==> src/hdl/cldf_pkg.sv <==
package cldf_pkg;

    // line parser modes
    localparam logic [2:0] MODE_PREFIX = 3'd0;
    localparam logic [2:0] MODE_SKIP   = 3'd1;
    localparam logic [2:0] MODE_DIGITS = 3'd2;
    localparam logic [2:0] MODE_BAD    = 3'd3;
    localparam logic [2:0] MODE_OTHER  = 3'd4;

    // error codes carried with a result
    localparam logic [2:0] ERR_NONE      = 3'd0;
    localparam logic [2:0] ERR_NO_LENGTH = 3'd1;
    localparam logic [2:0] ERR_BLANK     = 3'd2;
    localparam logic [2:0] ERR_BAD_VALUE = 3'd3;
    localparam logic [2:0] ERR_EARLY_END = 3'd4;

    localparam logic [7:0] CHAR_LF    = 8'h0A;
    localparam logic [7:0] CHAR_CR    = 8'h0D;
    localparam logic [7:0] CHAR_SPACE = 8'h20;
    localparam logic [7:0] CHAR_TAB   = 8'h09;

    localparam int        PREFIX_LEN  = 15;
    localparam logic [3:0] PREFIX_LAST = 4'(PREFIX_LEN - 1);

    typedef struct packed {
        logic [2:0] error_code;
        logic       message_done;
        logic       byte_present;
        logic [7:0] payload_byte;
    } cldf_result_t;

    // lowercase header prefix "content-length:"
    function automatic logic [7:0] prefix_char(input logic [3:0] pos);
        logic [7:0] ch;
        case (pos)
            4'd0:    ch = 8'h63; // c
            4'd1:    ch = 8'h6F; // o
            4'd2:    ch = 8'h6E; // n
            4'd3:    ch = 8'h74; // t
            4'd4:    ch = 8'h65; // e
            4'd5:    ch = 8'h6E; // n
            4'd6:    ch = 8'h74; // t
            4'd7:    ch = 8'h2D; // -
            4'd8:    ch = 8'h6C; // l
            4'd9:    ch = 8'h65; // e
            4'd10:   ch = 8'h6E; // n
            4'd11:   ch = 8'h67; // g
            4'd12:   ch = 8'h74; // t
            4'd13:   ch = 8'h68; // h
            4'd14:   ch = 8'h3A; // :
            default: ch = 8'hFF;
        endcase
        return ch;
    endfunction

    function automatic logic [7:0] to_lower(input logic [7:0] c);
        logic [7:0] r;
        r = c;
        if (c >= 8'h41 && c <= 8'h5A) begin
            r = c + 8'd32;
        end
        return r;
    endfunction

endpackage

==> src/hdl/content_length_deframer_top.sv <==
// Channel | Ports                      | Contents (lowest bit first)
// --------+----------------------------+-------------------------------------------
// input   | s_tvalid s_tready s_tdata  | tdata: data_byte[7:0]
//         | s_tuser                    | tuser: stream_ended
// result  | m_tvalid m_tready m_tdata  | tdata: payload_byte[7:0]
//         | m_tuser m_tlast            | tuser: byte_present, error_code[2:0]
//         |                            | tlast: message_done
//
// One request is taken per cycle while s_tready is high; its result, if any, is registered at
// the accepting edge, into the output register or, when that is still occupied, the skid entry.
// The parse state update (prefix compare, acc*10+digit add) is a single pass per byte.
// Reset (aresetn low, synchronous) returns to the header phase with empty buffers.
// A two-entry output stage (register plus skid) keeps s_tready high while one result
// waits; s_tready drops only when both entries are full.
module content_length_deframer_top
    import cldf_pkg::*;
#(
    parameter int LENGTH_BITS = 32
) (
    input  logic       aclk,
    input  logic       aresetn,
    input  logic       s_tvalid,
    output logic       s_tready,
    input  logic [7:0] s_tdata,   // data_byte[7:0]
    input  logic       s_tuser,   // stream_ended
    output logic       m_tvalid,
    input  logic       m_tready,
    output logic [7:0] m_tdata,   // payload_byte[7:0]
    output logic [3:0] m_tuser,   // byte_present, error_code[2:0]
    output logic       m_tlast    // message_done
);

    logic         accept;
    logic         res_valid;
    cldf_result_t res;
    logic         space;
    cldf_result_t out_data;

    // take a request whenever the output buffer can absorb its result
    assign s_tready = space;
    assign accept   = s_tvalid && space;

    cldf_parse #(
        .LENGTH_BITS(LENGTH_BITS)
    ) u_parse (
        .aclk         (aclk),
        .aresetn      (aresetn),
        .in_accept    (accept),
        .data_byte    (s_tdata),
        .stream_ended (s_tuser),
        .res_valid    (res_valid),
        .res          (res)
    );

    // hold results until the downstream side takes them
    cldf_out_buf u_out_buf (
        .aclk      (aclk),
        .aresetn   (aresetn),
        .push      (accept && res_valid),
        .push_data (res),
        .space     (space),
        .out_valid (m_tvalid),
        .out_ready (m_tready),
        .out_data  (out_data)
    );

    assign m_tdata = out_data.payload_byte;
    assign m_tuser = {out_data.error_code, out_data.byte_present};
    assign m_tlast = out_data.message_done;

endmodule

==> src/hdl/cldf_parse.sv <==
module cldf_parse
    import cldf_pkg::*;
#(
    parameter int LENGTH_BITS = 32
) (
    input  logic         aclk,
    input  logic         aresetn,
    input  logic         in_accept,
    input  logic [7:0]   data_byte,
    input  logic         stream_ended,
    output logic         res_valid,
    output cldf_result_t res
);

    localparam int WIDE_BITS = LENGTH_BITS + 4;

    logic                   in_payload_reg, in_payload_next;
    logic [2:0]             mode_reg, mode_next;
    logic [3:0]             pos_reg, pos_next;
    logic                   pcr_reg, pcr_next;
    logic                   has_bytes_reg, has_bytes_next;
    logic [LENGTH_BITS-1:0] acc_reg, acc_next;
    logic                   known_reg, known_next;
    logic [LENGTH_BITS-1:0] len_reg, len_next;

    logic [2:0]             mode_cr;
    logic                   hb_cr;
    logic                   is_digit;
    logic [WIDE_BITS-1:0]   acc_wide;
    logic [WIDE_BITS-1:0]   acc_sum;
    logic [2:0]             line_err;
    logic                   known_after;
    logic [LENGTH_BITS-1:0] len_after;
    logic                   clear_all;
    logic                   clear_line;

    assign is_digit = (data_byte >= 8'h30) && (data_byte <= 8'h39);
    assign acc_wide = WIDE_BITS'(acc_reg);
    assign acc_sum  = (acc_wide << 3) + (acc_wide << 1) + WIDE_BITS'(data_byte[3:0]);

    // a held CR that turned out not to end the line counts as a line byte
    always_comb begin
        mode_cr = mode_reg;
        hb_cr   = has_bytes_reg | pcr_reg;
        if (pcr_reg) begin
            case (mode_reg)
                MODE_PREFIX: mode_cr = MODE_OTHER;
                MODE_SKIP:   mode_cr = MODE_BAD;
                MODE_DIGITS: mode_cr = MODE_BAD;
                default:     mode_cr = mode_reg;
            endcase
        end
    end

    // outcome of ending the current line
    always_comb begin
        line_err    = ERR_NONE;
        known_after = known_reg;
        len_after   = len_reg;
        if (has_bytes_reg) begin
            case (mode_reg)
                MODE_SKIP:   line_err = ERR_BLANK;
                MODE_BAD:    line_err = ERR_BAD_VALUE;
                MODE_DIGITS: begin
                    known_after = 1'b1;
                    len_after   = acc_reg;
                end
                default:     line_err = ERR_NONE;
            endcase
        end
    end

    always_comb begin
        in_payload_next = in_payload_reg;
        mode_next       = mode_reg;
        pos_next        = pos_reg;
        pcr_next        = pcr_reg;
        has_bytes_next  = has_bytes_reg;
        acc_next        = acc_reg;
        known_next      = known_reg;
        len_next        = len_reg;
        res_valid       = 1'b0;
        res             = '0;
        clear_all       = 1'b0;
        clear_line      = 1'b0;

        if (in_payload_reg) begin
            res_valid = 1'b1;
            if (stream_ended) begin
                res.error_code = ERR_EARLY_END;
                clear_all      = 1'b1;
            end else begin
                res.payload_byte = data_byte;
                res.byte_present = 1'b1;
                if (len_reg == LENGTH_BITS'(1)) begin
                    res.message_done = 1'b1;
                    clear_all        = 1'b1;
                end else begin
                    len_next = len_reg - LENGTH_BITS'(1);
                end
            end
        end else if (stream_ended) begin
            res_valid = 1'b1;
            clear_all = 1'b1;
            if (line_err != ERR_NONE) begin
                res.error_code = line_err;
            end else if (!known_after) begin
                res.error_code = ERR_NO_LENGTH;
            end else if (len_after == '0) begin
                res.message_done = 1'b1;
            end else begin
                res.error_code = ERR_EARLY_END;
            end
        end else if (data_byte == CHAR_LF) begin
            clear_line = 1'b1;
            if (has_bytes_reg) begin
                if (line_err != ERR_NONE) begin
                    res_valid      = 1'b1;
                    res.error_code = line_err;
                    clear_all      = 1'b1;
                end else begin
                    known_next = known_after;
                    len_next   = len_after;
                end
            end else if (!known_reg) begin
                res_valid      = 1'b1;
                res.error_code = ERR_NO_LENGTH;
                clear_all      = 1'b1;
            end else if (len_reg == '0) begin
                res_valid        = 1'b1;
                res.message_done = 1'b1;
                clear_all        = 1'b1;
            end else begin
                // empty line: enter payload, count down from the length
                in_payload_next = 1'b1;
                known_next      = 1'b0;
            end
        end else if (data_byte == CHAR_CR) begin
            pcr_next       = 1'b1;
            mode_next      = mode_cr;
            has_bytes_next = hb_cr;
        end else begin
            pcr_next       = 1'b0;
            has_bytes_next = 1'b1;
            mode_next      = mode_cr;
            case (mode_cr)
                MODE_PREFIX: begin
                    if (to_lower(data_byte) == prefix_char(pos_reg)) begin
                        pos_next = pos_reg + 4'd1;
                        if (pos_reg == PREFIX_LAST) begin
                            mode_next = MODE_SKIP;
                        end
                    end else begin
                        mode_next = MODE_OTHER;
                    end
                end
                MODE_SKIP, MODE_DIGITS: begin
                    if (mode_cr == MODE_SKIP &&
                        (data_byte == CHAR_SPACE || data_byte == CHAR_TAB)) begin
                        mode_next = MODE_SKIP;
                    end else if (!is_digit) begin
                        mode_next = MODE_BAD;
                    end else if (acc_sum[WIDE_BITS-1:LENGTH_BITS] != 4'd0) begin
                        mode_next = MODE_BAD;
                    end else begin
                        mode_next = MODE_DIGITS;
                        acc_next  = acc_sum[LENGTH_BITS-1:0];
                    end
                end
                default: mode_next = mode_cr;
            endcase
        end

        if (clear_line || clear_all) begin
            mode_next      = MODE_PREFIX;
            pos_next       = 4'd0;
            pcr_next       = 1'b0;
            has_bytes_next = 1'b0;
            acc_next       = '0;
        end
        if (clear_all) begin
            in_payload_next = 1'b0;
            known_next      = 1'b0;
            len_next        = '0;
        end
    end

    always_ff @(posedge aclk) begin
        if (!aresetn) begin
            in_payload_reg <= 1'b0;
            mode_reg       <= MODE_PREFIX;
            pos_reg        <= 4'd0;
            pcr_reg        <= 1'b0;
            has_bytes_reg  <= 1'b0;
            acc_reg        <= '0;
            known_reg      <= 1'b0;
            len_reg        <= '0;
        end else if (in_accept) begin
            in_payload_reg <= in_payload_next;
            mode_reg       <= mode_next;
            pos_reg        <= pos_next;
            pcr_reg        <= pcr_next;
            has_bytes_reg  <= has_bytes_next;
            acc_reg        <= acc_next;
            known_reg      <= known_next;
            len_reg        <= len_next;
        end
    end

    // payload phase always has bytes still to pass
    assert property (@(posedge aclk) disable iff (!aresetn)
        in_payload_reg |-> (len_reg != '0))
        else $error("payload phase with zero count");

    // a successful or data result never carries an error
    assert property (@(posedge aclk) disable iff (!aresetn)
        (res_valid && (res.byte_present || res.message_done)) |->
            (res.error_code == ERR_NONE))
        else $error("data result with error code");

    // any closing result returns the parser to the header phase
    assert property (@(posedge aclk) disable iff (!aresetn)
        (in_accept && res_valid && (res.error_code != ERR_NONE || res.message_done)) |=>
            (!in_payload_reg && !known_reg && mode_reg == MODE_PREFIX))
        else $error("state not cleared after message end");

endmodule

==> src/hdl/cldf_out_buf.sv <==
module cldf_out_buf
    import cldf_pkg::*;
(
    input  logic         aclk,
    input  logic         aresetn,
    input  logic         push,
    input  cldf_result_t push_data,
    output logic         space,
    output logic         out_valid,
    input  logic         out_ready,
    output cldf_result_t out_data
);

    logic         out_valid_reg;
    cldf_result_t out_data_reg;
    logic         skid_valid_reg;
    cldf_result_t skid_data_reg;
    logic         pop;

    assign pop       = out_valid_reg && out_ready;
    assign space     = !skid_valid_reg;
    assign out_valid = out_valid_reg;
    assign out_data  = out_data_reg;

    always_ff @(posedge aclk) begin
        if (!aresetn) begin
            out_valid_reg  <= 1'b0;
            skid_valid_reg <= 1'b0;
        end else if (skid_valid_reg) begin
            // advance skid into the output stage once it drains
            if (pop) begin
                skid_valid_reg <= 1'b0;
            end
        end else if (push) begin
            if (!out_valid_reg || pop) begin
                out_valid_reg <= 1'b1;
            end else begin
                skid_valid_reg <= 1'b1;
            end
        end else if (pop) begin
            out_valid_reg <= 1'b0;
        end
    end

    always_ff @(posedge aclk) begin
        if (skid_valid_reg) begin
            if (pop) begin
                out_data_reg <= skid_data_reg;
            end
        end else if (push) begin
            if (!out_valid_reg || pop) begin
                out_data_reg <= push_data;
            end else begin
                skid_data_reg <= push_data;
            end
        end
    end

    // skid only fills behind an occupied output stage
    assert property (@(posedge aclk) disable iff (!aresetn)
        skid_valid_reg |-> out_valid_reg)
        else $error("skid full with empty output stage");

    // a push is never offered while the skid is full
    assert property (@(posedge aclk) disable iff (!aresetn)
        push |-> !skid_valid_reg)
        else $error("push into full buffer");

endmodule

==> config.mk <==
export PLATFORM = sky130hd
export DESIGN_NAME = content_length_deframer_top
export DESIGN_NICKNAME = d
export VERILOG_FILES = /design/src/hdl/cldf_pkg.sv /design/src/hdl/content_length_deframer_top.sv /design/src/hdl/cldf_parse.sv /design/src/hdl/cldf_out_buf.sv
export SDC_FILE = /design/constraint.sdc
export NUM_CORES = 1
export LEC_CHECK = 0
export BUFFER_PORTS_ARGS = -buffer_cell sky130_fd_sc_hd__buf_2
export CAP_MARGIN = 20
export CELL_PAD_IN_SITES_DETAIL_PLACEMENT = 1
export CELL_PAD_IN_SITES_GLOBAL_PLACEMENT = 1
export CORE_ASPECT_RATIO = 1.2
export CORE_MARGIN = 1
export CORE_UTILIZATION = 42
export DETAILED_ROUTE_END_ITERATION = 8
export GPL_ROUTABILITY_DRIVEN = 1
export PLACE_DENSITY_LB_ADDON = 0.3
export SYNTH_ARGS = -nofsm -noshare
export SYNTH_HDL_FRONTEND = slang
export SYNTH_HIERARCHICAL = 1
export SYNTH_SLANG_ARGS = --single-unit
==> constraint.sdc <==
create_clock -name aclk -period 8.6 [get_ports aclk]
set_clock_uncertainty 0.1 [all_clocks]
set_input_delay 1.72 -clock aclk [delete_from_list [all_inputs] [get_ports aclk]]
set_output_delay 1.72 -clock aclk [all_outputs]
set_load 0.1 [all_outputs]
# ---- Word-level counts from Yosys, hierarchy flattened
# Memories as Yosys holds them, arrays and structs flattened. A register that Yosys moved wholly into a read port is not among the register bits.
# Cells that the tools add are included.
dict set report totals {
  input_bits 13
  latchBits 0
  ramBits 0
  mem_count 1
  wordCells 213
  output_inout_bits 15
  romBits 112
  register_bits 103
}
dict set report classes {
  n_div 0
  n_addsub 5
  n_reduce_logical 37
  multipliers 0
  shifts 0
  n_eq_ne 25
  n_bitwise 3
  muxes 120
  n_lt_le_gt_ge 4
}
# memory depth word_bits read_ports rd_clocked_by_memory_dff write_ports line
set memory_table {}
lappend memory_table {{(name not given)} 16 7 1 1 0 cldf_pkg.sv:35} ;# case (pos)
# cell count
set ops {}
lappend ops {{$mux 32} 19}
lappend ops {{$mux 8} 11}
lappend ops {{$logic_not 32->1} 2}
lappend ops {{$mux 1} 52}
lappend ops {{$mux 13} 4}
lappend ops {{$mux 3} 17}
lappend ops {{$mux 4} 12}
lappend ops {{$add 35x33->36} 1}
lappend ops {{$add 36x4->36} 1}
lappend ops {{$eq 32x1->1 const B} 1}
lappend ops {{$sub 32x1->32 const B} 1}
lappend ops {{$eq 8x4->1 const B} 3}
lappend ops {{$ne 2x2->1 const B} 8}
lappend ops {{$reduce_bool 2->1} 8}
lappend ops {{$pmux 3 s2} 2}
lappend ops {{$mux 10} 1}
lappend ops {{$eq 3x2->1 const B} 3}
lappend ops {{$mux 9} 1}
lappend ops {{$reduce_and 3->1} 3}
lappend ops {{$reduce_and 9->1} 1}
lappend ops {{$reduce_bool 3->1} 3}
lappend ops {{$add 8x6->8 const B} 1}
lappend ops {{$eq 8x6->1 const B} 1}
lappend ops {{$eq 8x8->1} 1}
lappend ops {{23 further kinds} 37}

# ---- Depth between registers and ports, before layout
# Gate-level depths: netlist of the first run.
dict set report logic_depth {
  ltp_word 20
  depth_mapped 16
  ltp_nobuf 14
}

# ---- Hierarchy
# Netlist of the first run, hierarchy kept.
# mod seq_area_each_um2 cells_each area_each_um2 instances
set modules_own_cells {}
lappend modules_own_cells {cldf_parse 1641.6 958 7433.4 1}
lappend modules_own_cells {cldf_out_buf 820.8 55 1097.3 1}
lappend modules_own_cells {content_length_deframer_top 0.0 2 12.5 1}

# ---- Worst setup path after synthesis of the first run
# OpenSTA, ideal clock, no wires.
dict set report synth_path {
  kind {in2reg}
  start {in s_tdata[3]}
  end {reg u_parse.acc_reg[0]}
  stages 16
  slack_ns 3.430
  arrival_ns 5.010
  setup_ns 0.060
  path_buffers 3
  required_ns 8.440
  path_cell_list {clkbuf_1 inv_1 fa_1 inv_1 fa_1 a21oi_1 o211ai_1 nand2_1 a21oi_1 a211oi_1 xnor2_1 nor4_1 nor2b_1 clkbuf_1 clkbuf_1 a22o_1}
}
dict set report synth_between {
  elab_chain_cells 7
  elab_cells_between_ends 28
  classes_between {add/sub (1); order compare (2); eq/ne (10); mux (7); reduce/logical (8)}
}
# element line
set synth_rtl {}
lappend synth_rtl {{start, declared} content_length_deframer_top.sv:24} ;# input logic [7:0] s_tdata,
lappend synth_rtl {{parallel branches: the longest is 7 deep, another holds $add 36x4->36} --}
lappend synth_rtl {{end signal, assigned} cldf_parse.sv:204} ;# acc_reg <= acc_next;
lappend synth_rtl {{end, declared} cldf_parse.sv:22} ;# logic [LENGTH_BITS-1:0] acc_reg, acc_next;
# Several ways; the timed one is not identified.
# A chain may end at the register's enable or synchronous reset.

# ---- Worst setup path after layout of the first run
dict set report layout_path {
  start {in s_tdata[3]}
  end {reg u_parse.acc_reg[8]}
}
dict set report layout_between {
  elab_chain_cells 10
  elab_cells_between_ends 36
  classes_between {add/sub (1); order compare (2); eq/ne (10); mux (15); reduce/logical (8)}
}
# element line
set layout_rtl {}
lappend layout_rtl {{$add 36x4->36} cldf_parse.sv:39} ;# assign acc_sum = (acc_wide << 3) + (acc_wide << 1) + WIDE_BITS'(data_byte[3:0]);
lappend layout_rtl {{$mux 32} cldf_parse.sv:163} ;# end else if (acc_sum[WIDE_BITS-1:LENGTH_BITS] != 4'd0) begin
lappend layout_rtl {{$mux 32} cldf_parse.sv:161} ;# end else if (!is_digit) begin
lappend layout_rtl {{$mux 32} cldf_parse.sv:158} ;# if (mode_cr == MODE_SKIP &&
lappend layout_rtl {{$mux 32} cldf_parse.sv:146} ;# case (mode_cr)
lappend layout_rtl {{$mux 32} cldf_parse.sv:138} ;# end else if (data_byte == CHAR_CR) begin
lappend layout_rtl {{$mux 32} cldf_parse.sv:114} ;# end else if (data_byte == CHAR_LF) begin
lappend layout_rtl {{$mux 32} cldf_parse.sv:102} ;# end else if (stream_ended) begin
lappend layout_rtl {{$mux 32} cldf_parse.sv:87} ;# if (in_payload_reg) begin
lappend layout_rtl {{$mux 32} cldf_parse.sv:174} ;# if (clear_line || clear_all) begin
# Several ways; a longest one is shown, not always the timed one. The select of a mux whose other input is x is not followed.

==> flow_summary.json, run 1 <==
{
  "status": "finished clean",
  "synthArstFlopShare_pct": 0,
  "slew_headroom_pct": 30.2,
  "vdd.ir_drop.worst_v": 0.0000743,
  "synth.area.top_cells": "dfxtp_1 (20%), ha_1 (11%), edfxtp_1 (9.1%), a21oi_1 (4.1%), nand2_1 (4.1%)",
  "drt_wl_total_um": 25300,
  "grt_pass1_vias": 7970,
  "die_height_um": 158,
  "fillCellCount": 2402,
  "port_buffers": 27,
  "pre_cts_slack_ns": 2.79,
  "vias_per_cell": 6.18,
  "drt-pass1-iter-count": 7,
  "yosys_warnings": 6,
  "power_density_nw_per_um2": 119,
  "drt_iter0_markers": 433,
  "synth_top_area_cell": "dfxtp_1",
  "core_area_um2": 19800,
  "ctsResizeCount": 0,
  "end_kind": "register",
  "grt_overflow": 0,
  "ys_seq_elements": 110,
  "cp.arrival_ns": 5.67,
  "hold_buffers": 0,
  "p_leak_nw": 3.92,
  "finalSetupViolations": 0,
  "num_vias": 7841,
  "gp_congestion": 0.844,
  "hold_path.class": "reg2reg",
  "die_w_um": 132,
  "worstSetupPathType": "in2reg",
  "max-cap-violations": 0,
  "num_io_pins": 28,
  "design.die.area_um2": 20900,
  "post_cts.repair.setup_buffers": 0,
  "ant_nets": 0,
  "finalSetupTns_ns": 0,
  "insertedDiodeCount": 0,
  "synthTopCellsByCount": "nand2_1 (93), dfxtp_1 (84), ha_1 (75), nor2_1 (73), a21oi_1 (70)",
  "required_ns": 8.79,
  "synth_flop_cell": "dfxtp_1",
  "htree_levels": 3,
  "syn_inst": 1015,
  "maxSlewViolCount": 0,
  "crit_fanout": 20,
  "worst_pin_slew_ns": 1.04,
  "clk_latency_ns": 0.35,
  "antenna_found_initial": 0,
  "hold_violations": 0,
  "drive_above_1_share_pct": 9.24,
  "syn_avg_cell_area_um2": 8.42,
  "nets": 1092,
  "area_delta_synth_final_pct": 6.62,
  "cts_tree": "done",
  "wl_per_cell_um": 19.9,
  "grt_pass1_wl_um": 41700,
  "cts_sinks": 110,
  "cts_buffers": 9,
  "track_usage_pct": 24.9,
  "fin_ws_ns": 3.12,
  "dpl.hpwl_um": 18800,
  "clk_path_buf_depth": 2,
  "fin_crit_sh_pct": 63.7,
  "grt_max_degree": 57,
  "yosysMostFrequentCell": "nand2_1",
  "initial_core_util_pct": 43.2,
  "fmax_ghz": 0.182,
  "start_kind": "input pin",
  "yosysUniqueCellTypes": 76,
  "synth_top_cell_area_share_pct": 19.7,
  "rsz0062_at_grt": "false",
  "clkSlewWorstSetupHoldPaths_ns": 0.07,
  "cts_root_buf": "clkbuf_16",
  "power.total_mw": 1.08,
  "synth-edff-count": 26,
  "rows": 56,
  "synth_area_um2": 8540,
  "syn-num-nets": 1105,
  "drcViolationCount": 0,
  "post-route-min-period_ns": 5.48,
  "yosysSeqAreaShare_pct": 28.8
}
[layer usage]
metal  GRT usage, %  share of wire [%]
met5              0                  0
met4           10.2                2.6
met3           2.75                2.3
met2           44.8                 50
met1           30.2                 45
[critical path: stages]
cell and delay [ns]:
buf_2 0.16, inv_1 0.11, fa_1 0.55, inv_1 0.07, fa_1 0.46, a21oi_1 0.26
o211ai_1 0.11, nand2_1 0.11, a21oi_1 0.15, a211oi_1 0.32, xnor2_1 0.13, nor4_1 0.44
nor2b_2 0.56, buf_4 0.35, a22o_1 0.18
[power by group]
part | internal (mW) | total [mW] | switching, mW
Combinational | 0.0358 | 0.122 | 0.0864
Clock | 0.229 | 0.419 | 0.190
Sequential | 0.534 | 0.542 | 0.00824
Total | 0.799 | 1.08 | 0.285
[cell families (layout without fill, tap and decap cells)]
group	count (synthesis)	count (layout)	synth area share (%)
flops	110	110	28.8
buf+inv	88	80	4.55
xor+xnor	46	46	4.72
compound gates	285	285	23.4
fa+ha+maj	77	77	11.5
mux	33	33	4.41
simple gates	376	376	22.6
[final cells by class]
| type | count | area (um^2) | area share (%) |
|---|---|---|---|
| Multi-Input combinational cell | 817 | 5710 | 62.7 |
| Sequential cell | 110 | 2460 | 27.0 |
| Tap cell | 261 | 327 | 3.59 |
| Clock buffer | 14 | 284 | 3.12 |
| Timing Repair Buffer | 38 | 218 | 2.39 |
| Inverter | 26 | 97.6 | 1.07 |
| Clock inverter | 2 | 13.8 | 0.151 |
[per-stage QoR]
step	hold slack, ns	area [um^2]	instances	utilization [%]
after detailed placement	0.393	8810	1252	44.6
final	0.403	9110	1268	46.1
after floorplan	0.355	8540	1015	-
after global placement	0.377	8810	1252	44.6
after CTS	0.403	9110	1268	46.1
after global routing	0.447	9110	1268	46.1
[placed cells by master, fill, tap and decap left out, types with 28 or more instances in the layout]
cell,instances
nand2_1,93
ha_1,75
dfxtp_1,84
a21oi_1,70
nor2_1,73
nand3_1,28
a22o_1,33
nor3_1,31
o21ai_0,49
[worst paths after layout]
path | start | to | slack, ns | cells after the start
worst max-delay path | s_tdata[3] | u_parse/acc_reg[8] | 3.12 | 15
worst min-delay path | u_parse/len_reg[30] | u_parse/len_reg[30] | 0.40 | 2
worst max register to register | u_parse/acc_reg[8] | u_parse/acc_reg[8] | 4.08 | 11
worst min register to register | u_parse/len_reg[30] | u_parse/len_reg[30] | 0.40 | 2
(Power assumes the default switching activity.)
==> run 2, diff against run 1 <==
- clock period: 8.6 -> 5.35 ns (I/O delays scaled with it)
==> run 2 against run 1 <==
Against the previous run:
- sequential power grew 61%
- hold slack lost 0.012 ns
- via count grew 0.42%
- worst setup slack lost 2.2 ns
- final cell count grew 0.32%
- register-to-register slack lost 2.7 ns
- critical path depth is the same
- global-route usage shrank 0.17 points
==> flow_summary.json, run 2 (same netlist as run 1, synthesis figures left out) <==
{
  "utilization_pct": 46.3,
  "worstSetupPathType": "in2reg",
  "final_cell_area_um2": 9160,
  "hp-start": "u_parse/len_reg[30]",
  "area_delta_synth_final_pct": 7.16,
  "hold_violations": 0,
  "clk_path_buf_depth": 2,
  "worstHoldEndpoint": "u_parse/len_reg[30]",
  "cts_sinks": 110,
  "r2r_start": "u_parse/acc_reg[20]",
  "drt_iter0_markers": 375,
  "fin_crit_sh_pct": 82.4,
  "post-route-min-period_ns": 4.41,
  "dpl.hpwl_um": 18800,
  "cts_tree": "done",
  "end_kind": "register",
  "num_io_pins": 28,
  "power.total_mw": 1.80,
  "track_usage_pct": 24.7,
  "gp_congestion": 0.859,
  "required_ns": 5.55,
  "ant_nets": 0,
  "power_density_nw_per_um2": 197,
  "maxSlewViolCount": 0,
  "crit_fanout": 23,
  "final_common_cell": "nand2_1",
  "grt_max_degree": 57,
  "die_w_um": 132,
  "rr_worst_depth": 11,
  "grt_overflow": 0,
  "design.die.area_um2": 20900,
  "hold_buffers": 0,
  "drive_above_1_share_pct": 9.50,
  "ctsResizeCount": 0,
  "timing.rr.end": "u_parse/acc_reg[9]",
  "wl_per_cell_um": 20.0,
  "finalSetupViolations": 0,
  "stdcell_count": 1272,
  "postPlaceCellArea_um2": 8840,
  "port_buffers": 27,
  "grt_pass1_wl_um": 41400,
  "max-cap-violations": 0,
  "layout_common_cells": "nand2_1 (93), dfxtp_1 (84), ha_1 (75)",
  "rows": 56,
  "post-place-cells": 1256,
  "p_leak_nw": 3.94,
  "insertedDiodeCount": 0,
  "rsz0062_at_grt": "false",
  "initial_core_util_pct": 43.2,
  "hold_path.class": "reg2reg",
  "status": "finished clean",
  "core_area_um2": 19800,
  "die_height_um": 158,
  "htree_levels": 3,
  "fin_ws_ns": 0.943,
  "num_vias": 7874,
  "start_kind": "input pin",
  "finalSetupTns_ns": 0,
  "worst_pin_slew_ns": 0.887,
  "grt_pass1_vias": 8029,
  "rrSetupSlack_ns": 1.38,
  "hold_depth": 2,
  "pre_cts_slack_ns": 0.615,
  "cp.arrival_ns": 4.60,
  "drt-pass1-iter-count": 5,
  "vdd.ir_drop.worst_v": 0.000179,
  "cp-startpoint": "s_tdata[3]",
  "antenna_found_initial": 0,
  "vias_per_cell": 6.19,
  "drt_wl_total_um": 25500,
  "slew_headroom_pct": 40.8,
  "cts_root_buf": "clkbuf_16",
  "fmax_ghz": 0.227,
  "post_cts.repair.setup_buffers": 0,
  "nets": 1096,
  "drcViolationCount": 0,
  "clkSlewWorstSetupHoldPaths_ns": 0.08,
  "cts_buffers": 9,
  "hold_ws_ns": 0.391,
  "clk_latency_ns": 0.35
}
run 2: cell count changes in the layout (fill, tap and decap cells not counted), sizes merged:
cell      delta
clkinv       +1
buf          +4
clkbuf       -5
clkinvlp     +2
bufinv       +2
run 2: report_power, final:
| group | internal (mW) | switching (mW) | total (mW) |
|---|---|---|---|
| registers | 0.858 | 0.0134 | 0.871 |
| clock network | 0.408 | 0.321 | 0.729 |
| logic | 0.0602 | 0.140 | 0.200 |
| total | 1.33 | 0.475 | 1.80 |
run 2: worst max-delay path by stage:
stage,to,slack [ns],cells after the start
6_report,u_parse/acc_reg[9],0.94,15
5_1_grt,u_parse/acc_reg[9],0.64,15
4_1_cts,u_parse/acc_reg[13],0.94,15
3_5_place_dp,u_parse/acc_reg[13],0.62,15
3_3_place_gp,u_parse/acc_reg[13],0.70,15
2_1_floorplan,u_parse/acc_reg[0],0.83,16
run 2: cell type report:
type	instances	area (um^2)
Multi-Input combinational cell	817	5710
Fill cell	2388	10600
Clock inverter	7	88.8
Timing Repair Buffer	42	248
Clock buffer	9	225
Inverter	26	97.6
Sequential cell	110	2460
Tap cell	261	327
run 2: metal layers:
metal | vias to the layer above | routed length (um) | global-route usage, %
met3 | 40 | 543 | 2.53
li1 | 3799 | - | -
met4 | 0 | 496 | 7.39
met1 | 3917 | 11500 | 29.8
met2 | 118 | 12900 | 46.2
met5 | - | 0 | 0
run 2: worst max-delay path, stage by stage:
cell       delay [ns]
buf_2            0.17
inv_1            0.11
fa_1             0.56
inv_1            0.08
ha_1             0.28
a21o_1           0.14
nand4_1          0.18
a2111oi_0        0.50
nor3b_1          0.18
o21ai_0          0.18
o211ai_1         0.12
nor4_1           0.31
nor2b_2          0.23
buf_4            0.28
a22o_1           0.18
